<file path="config.mk">
export PLATFORM = sky130hd
export DESIGN_NAME = page_cache_mru_controller_flat
export DESIGN_NICKNAME = d
export VERILOG_FILES = /design/src/rtl/pcm_pkg.sv /design/src/rtl/pcm_stream_if.sv /design/src/rtl/page_cache_mru_controller.sv /design/src/rtl/pcm_ctrl.sv /design/src/rtl/pcm_dpath.sv /design/src/flat_wrapper.sv
export SDC_FILE = /design/constraint.sdc
export NUM_CORES = 2
export LEC_CHECK = 0
export ABC_AREA = 1
export BUFFER_PORTS_ARGS = -buffer_cell sky130_fd_sc_hd__buf_2
export CORE_UTILIZATION = 25
export CTS_CLUSTER_SIZE = 16
export DETAILED_ROUTE_END_ITERATION = 10
export MAX_ROUTING_LAYER = met4
export SETUP_SLACK_MARGIN = 0.4
export SLEW_MARGIN = 20
export SYNTH_ARGS = -nofsm -noshare
export SYNTH_HDL_FRONTEND = slang
export SYNTH_SLANG_ARGS = --single-unit
</file>
<file path="constraint.sdc">
create_clock -name clk_i -period 5 [get_ports clk_i]
set_input_delay 1 -clock clk_i [delete_from_list [all_inputs] [get_ports clk_i]]
set_output_delay 1 -clock clk_i [all_outputs]
set_load 0.1 [all_outputs]
</file>
<file path="src/rtl/pcm_pkg.sv">
// Shared types and codes for the page cache MRU controller.
// No dependencies; every other file refers to it by scoped names.
package pcm_pkg;

  // Field widths of the request and result channels.
  localparam int unsigned OP_W     = 2;
  localparam int unsigned FILE_W   = 8;
  localparam int unsigned PAGE_W   = 32;
  localparam int unsigned BYTES_W  = 48;
  localparam int unsigned INIT_W   = 2;
  localparam int unsigned SLOT_W   = 4;
  localparam int unsigned FILL_W   = 2;
  localparam int unsigned CNT_W    = 32;

  typedef enum logic [OP_W-1:0] {
    OP_READ   = 2'd0,
    OP_WRITE  = 2'd1,
    OP_FLUSH  = 2'd2,
    OP_FORGET = 2'd3
  } op_e;

  // Fill action reported with an access result.
  localparam logic [FILL_W-1:0] FILL_NONE = 2'd0;
  localparam logic [FILL_W-1:0] FILL_LOAD = 2'd1;
  localparam logic [FILL_W-1:0] FILL_ZERO = 2'd2;

  // Write miss fill mode carried by the request.
  localparam logic [INIT_W-1:0] INIT_NONE = 2'd0;
  localparam logic [INIT_W-1:0] INIT_ZERO = 2'd1;
  localparam logic [INIT_W-1:0] INIT_LOAD = 2'd2;

  // Commands from the controller to the datapath.
  typedef struct packed {
    logic load_req;
    logic do_access;
    logic flush_init;
    logic flush_step;
    logic do_forget;
  } cmd_t;

  // Status from the datapath to the controller.
  typedef struct packed {
    op_e  op;
    logic last;
  } status_t;

endpackage

</file>
<file path="src/rtl/pcm_stream_if.sv">
// Valid/ready channels for requests and results of the page cache controller.
// Depends on pcm_pkg for field widths.
interface pcm_in_if;
  logic                           valid;
  logic                           ready;
  logic [pcm_pkg::OP_W-1:0]       operation;
  logic [pcm_pkg::FILE_W-1:0]     file_id;
  logic [pcm_pkg::PAGE_W-1:0]     page_number;
  logic [pcm_pkg::BYTES_W-1:0]    file_bytes;
  logic [pcm_pkg::INIT_W-1:0]     write_init;

  modport source (
    output valid, operation, file_id, page_number, file_bytes, write_init,
    input  ready
  );
  modport sink (
    input  valid, operation, file_id, page_number, file_bytes, write_init,
    output ready
  );
endinterface

interface pcm_out_if;
  logic                           valid;
  logic                           ready;
  logic [pcm_pkg::SLOT_W-1:0]     slot;
  logic                           hit;
  logic [pcm_pkg::FILL_W-1:0]     fill_action;
  logic                           writeback_valid;
  logic [pcm_pkg::FILE_W-1:0]     writeback_file;
  logic [pcm_pkg::PAGE_W-1:0]     writeback_page;
  logic                           last;
  logic [pcm_pkg::CNT_W-1:0]      hit_total;
  logic [pcm_pkg::CNT_W-1:0]      miss_total;
  logic [pcm_pkg::CNT_W-1:0]      evict_total;
  logic [pcm_pkg::CNT_W-1:0]      flush_total;

  modport source (
    output valid, slot, hit, fill_action, writeback_valid, writeback_file,
           writeback_page, last, hit_total, miss_total, evict_total, flush_total,
    input  ready
  );
  modport sink (
    input  valid, slot, hit, fill_action, writeback_valid, writeback_file,
           writeback_page, last, hit_total, miss_total, evict_total, flush_total,
    output ready
  );
endinterface

</file>
<file path="src/rtl/page_cache_mru_controller.sv">
// Page cache MRU controller: tag and policy control for a fully associative
// write-back page cache of SLOTS slots with pages of 2**PAGE_SHIFT bytes. A
// read or write access latches the request, does a parallel tag compare with
// replacement into the result register, then holds the result until the
// result channel takes it; the next request is taken in the cycle after the
// result transfers, so no new request is taken while one is in progress.
// Flush-file latches the file's dirty pages, then gives one result per dirty
// page, each held until it transfers (one result without writeback if none
// is dirty); forget-file invalidates the file's slots and gives one result. The
// statistics totals on each result are the values after that result's update.
module page_cache_mru_controller #(
  parameter int unsigned SLOTS      = 16,
  parameter int unsigned PAGE_SHIFT = 12
) (
  input  logic         clk_i,
  input  logic         rst_ni,
  pcm_in_if.sink       in_i,
  pcm_out_if.source    out_o
);

  pcm_pkg::cmd_t    cmd;
  pcm_pkg::status_t sts;

  pcm_ctrl u_ctrl (
    .clk_i       (clk_i),
    .rst_ni      (rst_ni),
    .in_valid_i  (in_i.valid),
    .in_ready_o  (in_i.ready),
    .out_valid_o (out_o.valid),
    .out_ready_i (out_o.ready),
    .sts_i       (sts),
    .cmd_o       (cmd)
  );

  pcm_dpath #(
    .SLOTS      (SLOTS),
    .PAGE_SHIFT (PAGE_SHIFT)
  ) u_dpath (
    .clk_i       (clk_i),
    .rst_ni      (rst_ni),
    .cmd_i       (cmd),
    .sts_o       (sts),
    .op_i        (in_i.operation),
    .fid_i       (in_i.file_id),
    .page_i      (in_i.page_number),
    .bytes_i     (in_i.file_bytes),
    .init_i      (in_i.write_init),
    .slot_o      (out_o.slot),
    .hit_o       (out_o.hit),
    .fill_o      (out_o.fill_action),
    .wbv_o       (out_o.writeback_valid),
    .wbf_o       (out_o.writeback_file),
    .wbp_o       (out_o.writeback_page),
    .last_o      (out_o.last),
    .hit_cnt_o   (out_o.hit_total),
    .miss_cnt_o  (out_o.miss_total),
    .evict_cnt_o (out_o.evict_total),
    .flush_cnt_o (out_o.flush_total)
  );

endmodule

</file>
<file path="src/rtl/pcm_ctrl.sv">
// Sequencing state machine of the page cache controller.
// Depends on pcm_pkg for the command and status structs.
module pcm_ctrl (
  input  logic             clk_i,
  input  logic             rst_ni,
  input  logic             in_valid_i,
  output logic             in_ready_o,
  output logic             out_valid_o,
  input  logic             out_ready_i,
  input  pcm_pkg::status_t sts_i,
  output pcm_pkg::cmd_t    cmd_o
);

  typedef enum logic [3:0] {
    S_IDLE  = 4'b0001,
    S_EXEC  = 4'b0010,
    S_FLUSH = 4'b0100,
    S_OUT   = 4'b1000
  } state_e;

  state_e state_q, state_d;

  always_comb begin
    state_d     = state_q;
    cmd_o       = '0;
    in_ready_o  = 1'b0;
    out_valid_o = 1'b0;
    unique case (state_q)
      S_IDLE: begin
        in_ready_o = 1'b1;
        if (in_valid_i) begin
          cmd_o.load_req = 1'b1;
          state_d        = S_EXEC;
        end
      end
      S_EXEC: begin
        unique case (sts_i.op) inside
          pcm_pkg::OP_READ, pcm_pkg::OP_WRITE: begin
            cmd_o.do_access = 1'b1;
            state_d         = S_OUT;
          end
          pcm_pkg::OP_FLUSH: begin
            cmd_o.flush_init = 1'b1;
            state_d          = S_FLUSH;
          end
          default: begin
            cmd_o.do_forget = 1'b1;
            state_d         = S_OUT;
          end
        endcase
      end
      S_FLUSH: begin
        cmd_o.flush_step = 1'b1;
        state_d          = S_OUT;
      end
      S_OUT: begin
        out_valid_o = 1'b1;
        // Return for the next dirty page until the final result is taken.
        if (out_ready_i) begin
          state_d = sts_i.last ? S_IDLE : S_FLUSH;
        end
      end
      default: state_d = S_IDLE;
    endcase
  end

  always_ff @(posedge clk_i or negedge rst_ni) begin
    if (!rst_ni) begin
      state_q <= S_IDLE;
    end else begin
      state_q <= state_d;
    end
  end

endmodule

</file>
<file path="src/rtl/pcm_dpath.sv">
// Slot tag store, lookup, replacement, statistics and result register.
// Depends on pcm_pkg; driven by pcm_ctrl through cmd_t.
module pcm_dpath #(
  parameter int unsigned SLOTS      = 16,
  parameter int unsigned PAGE_SHIFT = 12
) (
  input  logic                           clk_i,
  input  logic                           rst_ni,
  input  pcm_pkg::cmd_t                  cmd_i,
  output pcm_pkg::status_t               sts_o,
  input  logic [pcm_pkg::OP_W-1:0]       op_i,
  input  logic [pcm_pkg::FILE_W-1:0]     fid_i,
  input  logic [pcm_pkg::PAGE_W-1:0]     page_i,
  input  logic [pcm_pkg::BYTES_W-1:0]    bytes_i,
  input  logic [pcm_pkg::INIT_W-1:0]     init_i,
  output logic [pcm_pkg::SLOT_W-1:0]     slot_o,
  output logic                           hit_o,
  output logic [pcm_pkg::FILL_W-1:0]     fill_o,
  output logic                           wbv_o,
  output logic [pcm_pkg::FILE_W-1:0]     wbf_o,
  output logic [pcm_pkg::PAGE_W-1:0]     wbp_o,
  output logic                           last_o,
  output logic [pcm_pkg::CNT_W-1:0]      hit_cnt_o,
  output logic [pcm_pkg::CNT_W-1:0]      miss_cnt_o,
  output logic [pcm_pkg::CNT_W-1:0]      evict_cnt_o,
  output logic [pcm_pkg::CNT_W-1:0]      flush_cnt_o
);

  localparam int unsigned IW = $clog2(SLOTS);
  localparam int unsigned XW = IW + pcm_pkg::SLOT_W;

  // Slot state
  logic [SLOTS-1:0]                valid_q, dirty_q;
  logic [pcm_pkg::FILE_W-1:0]      file_q [SLOTS];
  logic [pcm_pkg::PAGE_W-1:0]      page_q [SLOTS];
  logic [IW-1:0]                   recent_q;
  logic [pcm_pkg::CNT_W-1:0]       hit_cnt_q, miss_cnt_q, evict_cnt_q, flush_cnt_q;
  logic [SLOTS-1:0]                flush_vec_q;

  // Latched request
  pcm_pkg::op_e                    op_q;
  logic [pcm_pkg::FILE_W-1:0]      fid_q;
  logic [pcm_pkg::PAGE_W-1:0]      pg_q;
  logic [pcm_pkg::INIT_W-1:0]      init_q;
  logic                            past_end_q;

  // Result register
  logic [IW-1:0]                   oslot_q;
  logic                            ohit_q, owbv_q, olast_q;
  logic [pcm_pkg::FILL_W-1:0]      ofill_q;
  logic [pcm_pkg::FILE_W-1:0]      owbf_q;
  logic [pcm_pkg::PAGE_W-1:0]      owbp_q;

  function automatic logic [IW-1:0] lowest(input logic [SLOTS-1:0] v);
    logic [IW-1:0] idx;
    idx = '0;
    for (int i = SLOTS - 1; i >= 0; i--) begin
      if (v[i]) idx = IW'(i);
    end
    return idx;
  endfunction

  function automatic logic [pcm_pkg::CNT_W-1:0] sat_inc(input logic [pcm_pkg::CNT_W-1:0] c);
    return (&c) ? c : c + 1'b1;
  endfunction

  logic [SLOTS-1:0]           hit_vec, file_vec, flush_rem, flush_bit;
  logic                       any_hit, any_free, flush_any, evict, wb, is_write;
  logic [IW-1:0]              hit_idx, free_idx, flush_idx, acc_slot, rd_idx;
  logic [pcm_pkg::FILL_W-1:0] acc_fill;
  logic [pcm_pkg::PAGE_W-1:0] rd_page;
  logic [pcm_pkg::BYTES_W-1:0] first_byte;

  always_comb begin
    for (int i = 0; i < SLOTS; i++) begin
      file_vec[i] = valid_q[i] && (file_q[i] == fid_q);
      hit_vec[i]  = file_vec[i] && (page_q[i] == pg_q);
    end
  end

  assign any_hit   = |hit_vec;
  assign any_free  = ~&valid_q;
  assign flush_any = |flush_vec_q;
  assign hit_idx   = lowest(hit_vec);
  assign free_idx  = lowest(~valid_q);
  assign flush_idx = lowest(flush_vec_q);
  assign flush_bit = SLOTS'(1) << flush_idx;
  assign flush_rem = flush_vec_q & ~flush_bit;
  assign is_write  = (op_q == pcm_pkg::OP_WRITE);
  assign evict     = !any_hit && !any_free;
  assign wb        = evict && dirty_q[recent_q];
  assign acc_slot  = any_hit ? hit_idx : (any_free ? free_idx : recent_q);
  assign rd_idx    = cmd_i.flush_step ? flush_idx : recent_q;
  assign rd_page   = page_q[rd_idx];
  assign first_byte = pcm_pkg::BYTES_W'(page_i) << PAGE_SHIFT;

  always_comb begin
    acc_fill = pcm_pkg::FILL_NONE;
    if (!any_hit) begin
      if (!is_write) begin
        acc_fill = past_end_q ? pcm_pkg::FILL_ZERO : pcm_pkg::FILL_LOAD;
      end else begin
        case (init_q)
          pcm_pkg::INIT_ZERO: acc_fill = pcm_pkg::FILL_ZERO;
          pcm_pkg::INIT_LOAD: acc_fill = past_end_q ? pcm_pkg::FILL_ZERO : pcm_pkg::FILL_LOAD;
          default:            acc_fill = pcm_pkg::FILL_NONE;
        endcase
      end
    end
  end

  // Control state: valid and dirty marks, MRU slot, counters, flush walk.
  always_ff @(posedge clk_i or negedge rst_ni) begin
    if (!rst_ni) begin
      valid_q     <= '0;
      dirty_q     <= '0;
      recent_q    <= '0;
      hit_cnt_q   <= '0;
      miss_cnt_q  <= '0;
      evict_cnt_q <= '0;
      flush_cnt_q <= '0;
      flush_vec_q <= '0;
    end else begin
      if (cmd_i.do_access) begin
        recent_q <= acc_slot;
        if (any_hit) begin
          hit_cnt_q <= sat_inc(hit_cnt_q);
          if (is_write) dirty_q[acc_slot] <= 1'b1;
        end else begin
          miss_cnt_q        <= sat_inc(miss_cnt_q);
          valid_q[acc_slot] <= 1'b1;
          dirty_q[acc_slot] <= is_write;
          if (evict) evict_cnt_q <= sat_inc(evict_cnt_q);
          if (wb)    flush_cnt_q <= sat_inc(flush_cnt_q);
        end
      end
      if (cmd_i.flush_init) begin
        flush_vec_q <= file_vec & dirty_q;
      end
      if (cmd_i.flush_step && flush_any) begin
        dirty_q[flush_idx] <= 1'b0;
        flush_vec_q        <= flush_rem;
        flush_cnt_q        <= sat_inc(flush_cnt_q);
      end
      if (cmd_i.do_forget) begin
        valid_q <= valid_q & ~file_vec;
        dirty_q <= dirty_q & ~file_vec;
      end
    end
  end

  // Tags, latched request and result payload.
  always_ff @(posedge clk_i) begin
    if (cmd_i.load_req) begin
      op_q       <= pcm_pkg::op_e'(op_i);
      fid_q      <= fid_i;
      pg_q       <= page_i;
      init_q     <= init_i;
      past_end_q <= (first_byte >= bytes_i);
    end
    if (cmd_i.do_access) begin
      if (!any_hit) begin
        file_q[acc_slot] <= fid_q;
        page_q[acc_slot] <= pg_q;
      end
      oslot_q <= acc_slot;
      ohit_q  <= any_hit;
      ofill_q <= acc_fill;
      owbv_q  <= wb;
      owbf_q  <= wb ? file_q[recent_q] : '0;
      owbp_q  <= wb ? rd_page : '0;
      olast_q <= 1'b1;
    end
    if (cmd_i.flush_step) begin
      ohit_q  <= 1'b0;
      ofill_q <= pcm_pkg::FILL_NONE;
      if (flush_any) begin
        oslot_q <= flush_idx;
        owbv_q  <= 1'b1;
        owbf_q  <= fid_q;
        owbp_q  <= rd_page;
        olast_q <= (flush_rem == '0);
      end else begin
        oslot_q <= '0;
        owbv_q  <= 1'b0;
        owbf_q  <= '0;
        owbp_q  <= '0;
        olast_q <= 1'b1;
      end
    end
    if (cmd_i.do_forget) begin
      oslot_q <= '0;
      ohit_q  <= 1'b0;
      ofill_q <= pcm_pkg::FILL_NONE;
      owbv_q  <= 1'b0;
      owbf_q  <= '0;
      owbp_q  <= '0;
      olast_q <= 1'b1;
    end
  end

  logic [XW-1:0] oslot_ext;
  assign oslot_ext = XW'(oslot_q);

  assign sts_o.op     = op_q;
  assign sts_o.last   = olast_q;
  assign slot_o       = oslot_ext[pcm_pkg::SLOT_W-1:0];
  assign hit_o        = ohit_q;
  assign fill_o       = ofill_q;
  assign wbv_o        = owbv_q;
  assign wbf_o        = owbf_q;
  assign wbp_o        = owbp_q;
  assign last_o       = olast_q;
  assign hit_cnt_o    = hit_cnt_q;
  assign miss_cnt_o   = miss_cnt_q;
  assign evict_cnt_o  = evict_cnt_q;
  assign flush_cnt_o  = flush_cnt_q;

  a_access_slot_valid: assert property (@(posedge clk_i) disable iff (!rst_ni)
    cmd_i.do_access |=> valid_q[oslot_q])
    else $error("accessed slot not valid after access");

  a_flush_clears_dirty: assert property (@(posedge clk_i) disable iff (!rst_ni)
    (cmd_i.flush_step && flush_any) |=> !dirty_q[$past(flush_idx)])
    else $error("flushed slot still dirty");

  a_hit_no_fill: assert property (@(posedge clk_i) disable iff (!rst_ni)
    cmd_i.do_access |=> !(ohit_q && (owbv_q || ofill_q != pcm_pkg::FILL_NONE)))
    else $error("hit result carries fill or writeback");

  a_counters_monotonic: assert property (@(posedge clk_i) disable iff (!rst_ni)
    (hit_cnt_q >= $past(hit_cnt_q)) && (flush_cnt_q >= $past(flush_cnt_q)))
    else $error("statistics counter went backward");

endmodule
</file>
<file path="src/flat_wrapper.sv">
// flat-port wrapper written by rule: the top's interface ports become plain ports
module page_cache_mru_controller_flat 
#(
  parameter int unsigned SLOTS      = 16,
  parameter int unsigned PAGE_SHIFT = 12
)
  (clk_i, rst_ni, in_i_valid, in_i_operation, in_i_file_id, in_i_page_number, in_i_file_bytes, in_i_write_init, in_i_ready, out_o_valid, out_o_slot, out_o_hit, out_o_fill_action, out_o_writeback_valid, out_o_writeback_file, out_o_writeback_page, out_o_last, out_o_hit_total, out_o_miss_total, out_o_evict_total, out_o_flush_total, out_o_ready);
  pcm_in_if in_i_i ();
  pcm_out_if out_o_i ();
  input  logic clk_i;
  input  logic rst_ni;
  input wire logic [$bits(in_i_i.valid)-1:0] in_i_valid;
  input wire logic [$bits(in_i_i.operation)-1:0] in_i_operation;
  input wire logic [$bits(in_i_i.file_id)-1:0] in_i_file_id;
  input wire logic [$bits(in_i_i.page_number)-1:0] in_i_page_number;
  input wire logic [$bits(in_i_i.file_bytes)-1:0] in_i_file_bytes;
  input wire logic [$bits(in_i_i.write_init)-1:0] in_i_write_init;
  output wire logic [$bits(in_i_i.ready)-1:0] in_i_ready;
  output wire logic [$bits(out_o_i.valid)-1:0] out_o_valid;
  output wire logic [$bits(out_o_i.slot)-1:0] out_o_slot;
  output wire logic [$bits(out_o_i.hit)-1:0] out_o_hit;
  output wire logic [$bits(out_o_i.fill_action)-1:0] out_o_fill_action;
  output wire logic [$bits(out_o_i.writeback_valid)-1:0] out_o_writeback_valid;
  output wire logic [$bits(out_o_i.writeback_file)-1:0] out_o_writeback_file;
  output wire logic [$bits(out_o_i.writeback_page)-1:0] out_o_writeback_page;
  output wire logic [$bits(out_o_i.last)-1:0] out_o_last;
  output wire logic [$bits(out_o_i.hit_total)-1:0] out_o_hit_total;
  output wire logic [$bits(out_o_i.miss_total)-1:0] out_o_miss_total;
  output wire logic [$bits(out_o_i.evict_total)-1:0] out_o_evict_total;
  output wire logic [$bits(out_o_i.flush_total)-1:0] out_o_flush_total;
  input wire logic [$bits(out_o_i.ready)-1:0] out_o_ready;
  assign in_i_i.valid = in_i_valid;
  assign in_i_i.operation = in_i_operation;
  assign in_i_i.file_id = in_i_file_id;
  assign in_i_i.page_number = in_i_page_number;
  assign in_i_i.file_bytes = in_i_file_bytes;
  assign in_i_i.write_init = in_i_write_init;
  assign in_i_ready = in_i_i.ready;
  assign out_o_valid = out_o_i.valid;
  assign out_o_slot = out_o_i.slot;
  assign out_o_hit = out_o_i.hit;
  assign out_o_fill_action = out_o_i.fill_action;
  assign out_o_writeback_valid = out_o_i.writeback_valid;
  assign out_o_writeback_file = out_o_i.writeback_file;
  assign out_o_writeback_page = out_o_i.writeback_page;
  assign out_o_last = out_o_i.last;
  assign out_o_hit_total = out_o_i.hit_total;
  assign out_o_miss_total = out_o_i.miss_total;
  assign out_o_evict_total = out_o_i.evict_total;
  assign out_o_flush_total = out_o_i.flush_total;
  assign out_o_i.ready = out_o_ready;
  page_cache_mru_controller #(.SLOTS(SLOTS), .PAGE_SHIFT(PAGE_SHIFT)) u_core (.clk_i(clk_i), .rst_ni(rst_ni), .in_i(in_i_i), .out_o(out_o_i));
endmodule
</file>
==> results.tsv <==
metric	value	unit
crit_arrival	4.96	ns
crit_chain	buf_12, xnor2_1, o211ai_1, nor4_1, nand4_1, nand2_1, inv_2, nand3_4, nor2_8, nor2_1, nand2_1, a21oi_4, nand4_1, or2_1, nor2_4, clkbuf_16	
drt_first_pass_iters	6	
tns	0	ns
overflow	0	
critPathKind	register to register	
cts.sinks	918	
crit_fanout	24	
grt_pass1_wl	254000	µm
antenna_found_initial	7	
synthArstFlopShare	20.04	%
final_hold_viol_count	0	
drv_slew	0	
synth-warning-count	0	
cpPeakStageDelay	0.68	ns
h-tree-depth	3	
postSynthCellCount	5266	
timing.final.crit_period	4.532	ns
start_util	25.25	%
row_count	162	
syn_avg_cell_area	9.380	µm²
crit_start	u_core.u_dpath.pg_q[20]	
gp_congestion	0.9627	
synthesis.nets	5400	
synth_area	49390	µm²
io_pins	275	
nets	5699	
required	5.43	ns
clock_latency	0.77	ns
drive_gt1_share	14.21	%
status	complete, no violations	
numCtsBuffers	104	
p_switching	0.01107	W
drtIter0Drc	4291	
slowest_stage	nor4_1	
p_per_area	483.8	nW/µm²
routed_wl	174300	µm
ys_ff_latch	918	
synthFlopType	edfxtp_1	
port_buffers	274	
die-area	199400	µm²
die_w	446.5	µm
final_cell_mix	1245 x nand2_1, 685 x edfxtp_1, 520 x nand3_1, 363 x inv_1, 325 x xnor2_1	
combPwrFrac	36.6	%
p_seq_share	35.2	%
core-area	195600	µm²
fmax	0.2206	GHz
hp-class	primary input to async pin	
max_cap_viol_count	0	
via_per_inst	4.858	
vias	40220	
clk_pin_slew	0.06	ns
finalCritPeriodShare	90.65	%
cts-root-buf	clkbuf_16	
slew_headroom	27.36	%
first_global_vias	38060	
p_int	0.01712	W
utilization	29.79	%
clkPwrFrac	28.2	%
r2r_start	u_core.u_dpath.pg_q[20]	
ir_worst_vdd	0.0005001	V
synth-edff-count	685	
worstMarginPinSlew	1.090	ns
timing.hold.ws	0.3991	ns
cts_tree	done	
hpwl	122300	µm
sw_frac_of_total	39.27	%
r2r_end	u_core.u_dpath.file_q[12][1]	
wl_per_cell	21.05	µm
yosysSeqAreaShare	52.95	%
startpoint_type	register	
area_growth	17.98	%
drc_errors	0	
finClkSkew	0.08315	ns
layout_commonest_cell	nand2_1	
die_y	446.5	µm
grt.total_usage	17.36	%
synth_cell_type_count	69	
setup_viol	0	
grt_max_degree	213	
cts_max_path_buffers	3	
ant_nets	0	
rsz0062_at_grt	false	
p_leak	22.06	nW
endpoint_kind	register	
worst-r2r-cell-count	16	
r2r_slack	0.47	ns
-- layout make-up --
type	count	area, µm²
timing repair buffer	453	3169
inverter	396	1509
clock buffer	127	2769
fill	20360	137300
clock inverter	66	763.2
sequential	918	26160
multi-input combinational	3692	20620
tap	2624	3283
antenna	3	7.507
-- metrics by stage --
step           setup slack, ns  power, W  std cells  cell area (µm²)
3_3_place_gp            0.2920   0.02005       8050            54300
3_5_place_dp            0.1301   0.02012       8050            54300
4_1_cts                 0.4252   0.02813       8245            57870
5_1_grt                 0.3810   0.02948       8279            58280
2_1_floorplan           0.5406   0.01691       5266            49440
6_report                0.4675   0.02819       8279            58280
-- layer usage --
metal,routed length (µm),global-route usage (%),up-vias
li1,-,-,18630
met1,73250,22.32,19620
met2,81710,27.65,1667
met3,13700,3.366,302
met4,5592,4.849,0
met5,0,-,-
-- registers in the layout (all words and copies together) (netlist names), 8 cells and up --
register                    flops
u_core.u_dpath.evict_cnt_o     32
u_core.u_dpath.flush_cnt_o     32
u_core.u_dpath.valid_q         16
u_core.u_dpath.pg_q            32
u_core.u_dpath.wbp_o           32
u_core.u_dpath.fid_q            8
u_core.u_dpath.flush_vec_q     16
u_core.u_dpath.hit_cnt_o       32
u_core.u_dpath.page_q         512
u_core.u_dpath.file_q         128
u_core.u_dpath.miss_cnt_o      32
u_core.u_dpath.wbf_o            8
u_core.u_dpath.dirty_q         16
-- timing repair --
action | CTS | global route
resized for setup | 1 | 29
gates cloned | 0 | 3
endpoints found under the setup margin | 317 | 609
setup buffers | 2 | 28
hold buffers | 0 | 0
pin swaps | 1 | 3
-- cell usage after synthesis (8+ instances only) --
cell type	count	area, µm²
buf_6	34	382.9
nand2_1	1245	4673
dfxtp_1	49	980.9
o221ai_1	13	113.9
inv_1	365	1370
or2_1	25	156.4
nor2_2	18	112.6
buf_2	41	205.2
nor2_4	8	90.09
o21ai_0	179	895.9
nor2_1	254	953.4
o21ai_1	10	50.05
nand3b_1	33	247.7
clkbuf_1	133	499.2
nand4_1	165	1032
o211ai_1	88	660.6
xnor2_1	327	2864
nor3_1	117	585.6
buf_4	42	315.3
inv_2	21	78.83
o2111ai_1	8	70.07
buf_1	9	33.78
a221oi_1	11	96.34
dfrtp_1	183	4579
a21oi_1	178	890.9
nand3_1	520	2603
nand2_2	15	93.84
nand3_2	8	80.08
xor2_1	223	1953
or2_2	41	256.5
ha_1	38	475.5
nor4_1	73	456.7
edfxtp_1	685	20570
or2_0	18	112.6
clkinv_1	8	30.03
-- worst max-delay path: cells and delay by family (launching register included) --
family | cells | cell delay, ns
and+or+nand+nor | 10 | 2.35
buffers and inverters | 3 | 0.61
DFF | 1 | 0.55
AOI/OAI and AO/OA | 2 | 0.40
xor gates and xnor gates | 1 | 0.29
-- cells by family after synthesis --
kind of cell | after synthesis | synth area share [%]
AND/OR/NAND/NOR | 2575 | 24.00
AO/OA/AOI/OAI | 528 | 6.333
adder cells (fa/ha/maj) | 38 | 0.9626
XOR/XNOR | 550 | 9.752
flip-flops | 918 | 52.95
buffers and inverters | 657 | 5.998
-- how the worst max path moves through the flow --
stage / depth (start not counted) / end / slack, ns
after global routing: 18 / u_core.u_dpath.file_q[10][1] / 0.38
final: 16 / u_core.u_dpath.file_q[12][1] / 0.47
after CTS: 16 / u_core.u_dpath.page_q[12][19] / 0.43
after detailed placement: 16 / u_core.u_dpath.file_q[0][5] / 0.13
after global placement: 17 / u_core.u_dpath.page_q[12][17] / 0.29
after floorplan: 4 / u_core.u_dpath.fid_q[0] / 0.54
-- power by group through the flow --
stage          Sequential [W]  Combinational (W)  Clock (W)
5_1_grt               0.00997             0.0111    0.00839
6_report              0.00993             0.0103    0.00795
3_5_place_dp           0.0101            0.00998          0
4_1_cts               0.00998             0.0100    0.00811
2_1_floorplan          0.0106            0.00631          0
3_3_place_gp           0.0101            0.00992          0
Power figures use the tool's default switching activity.
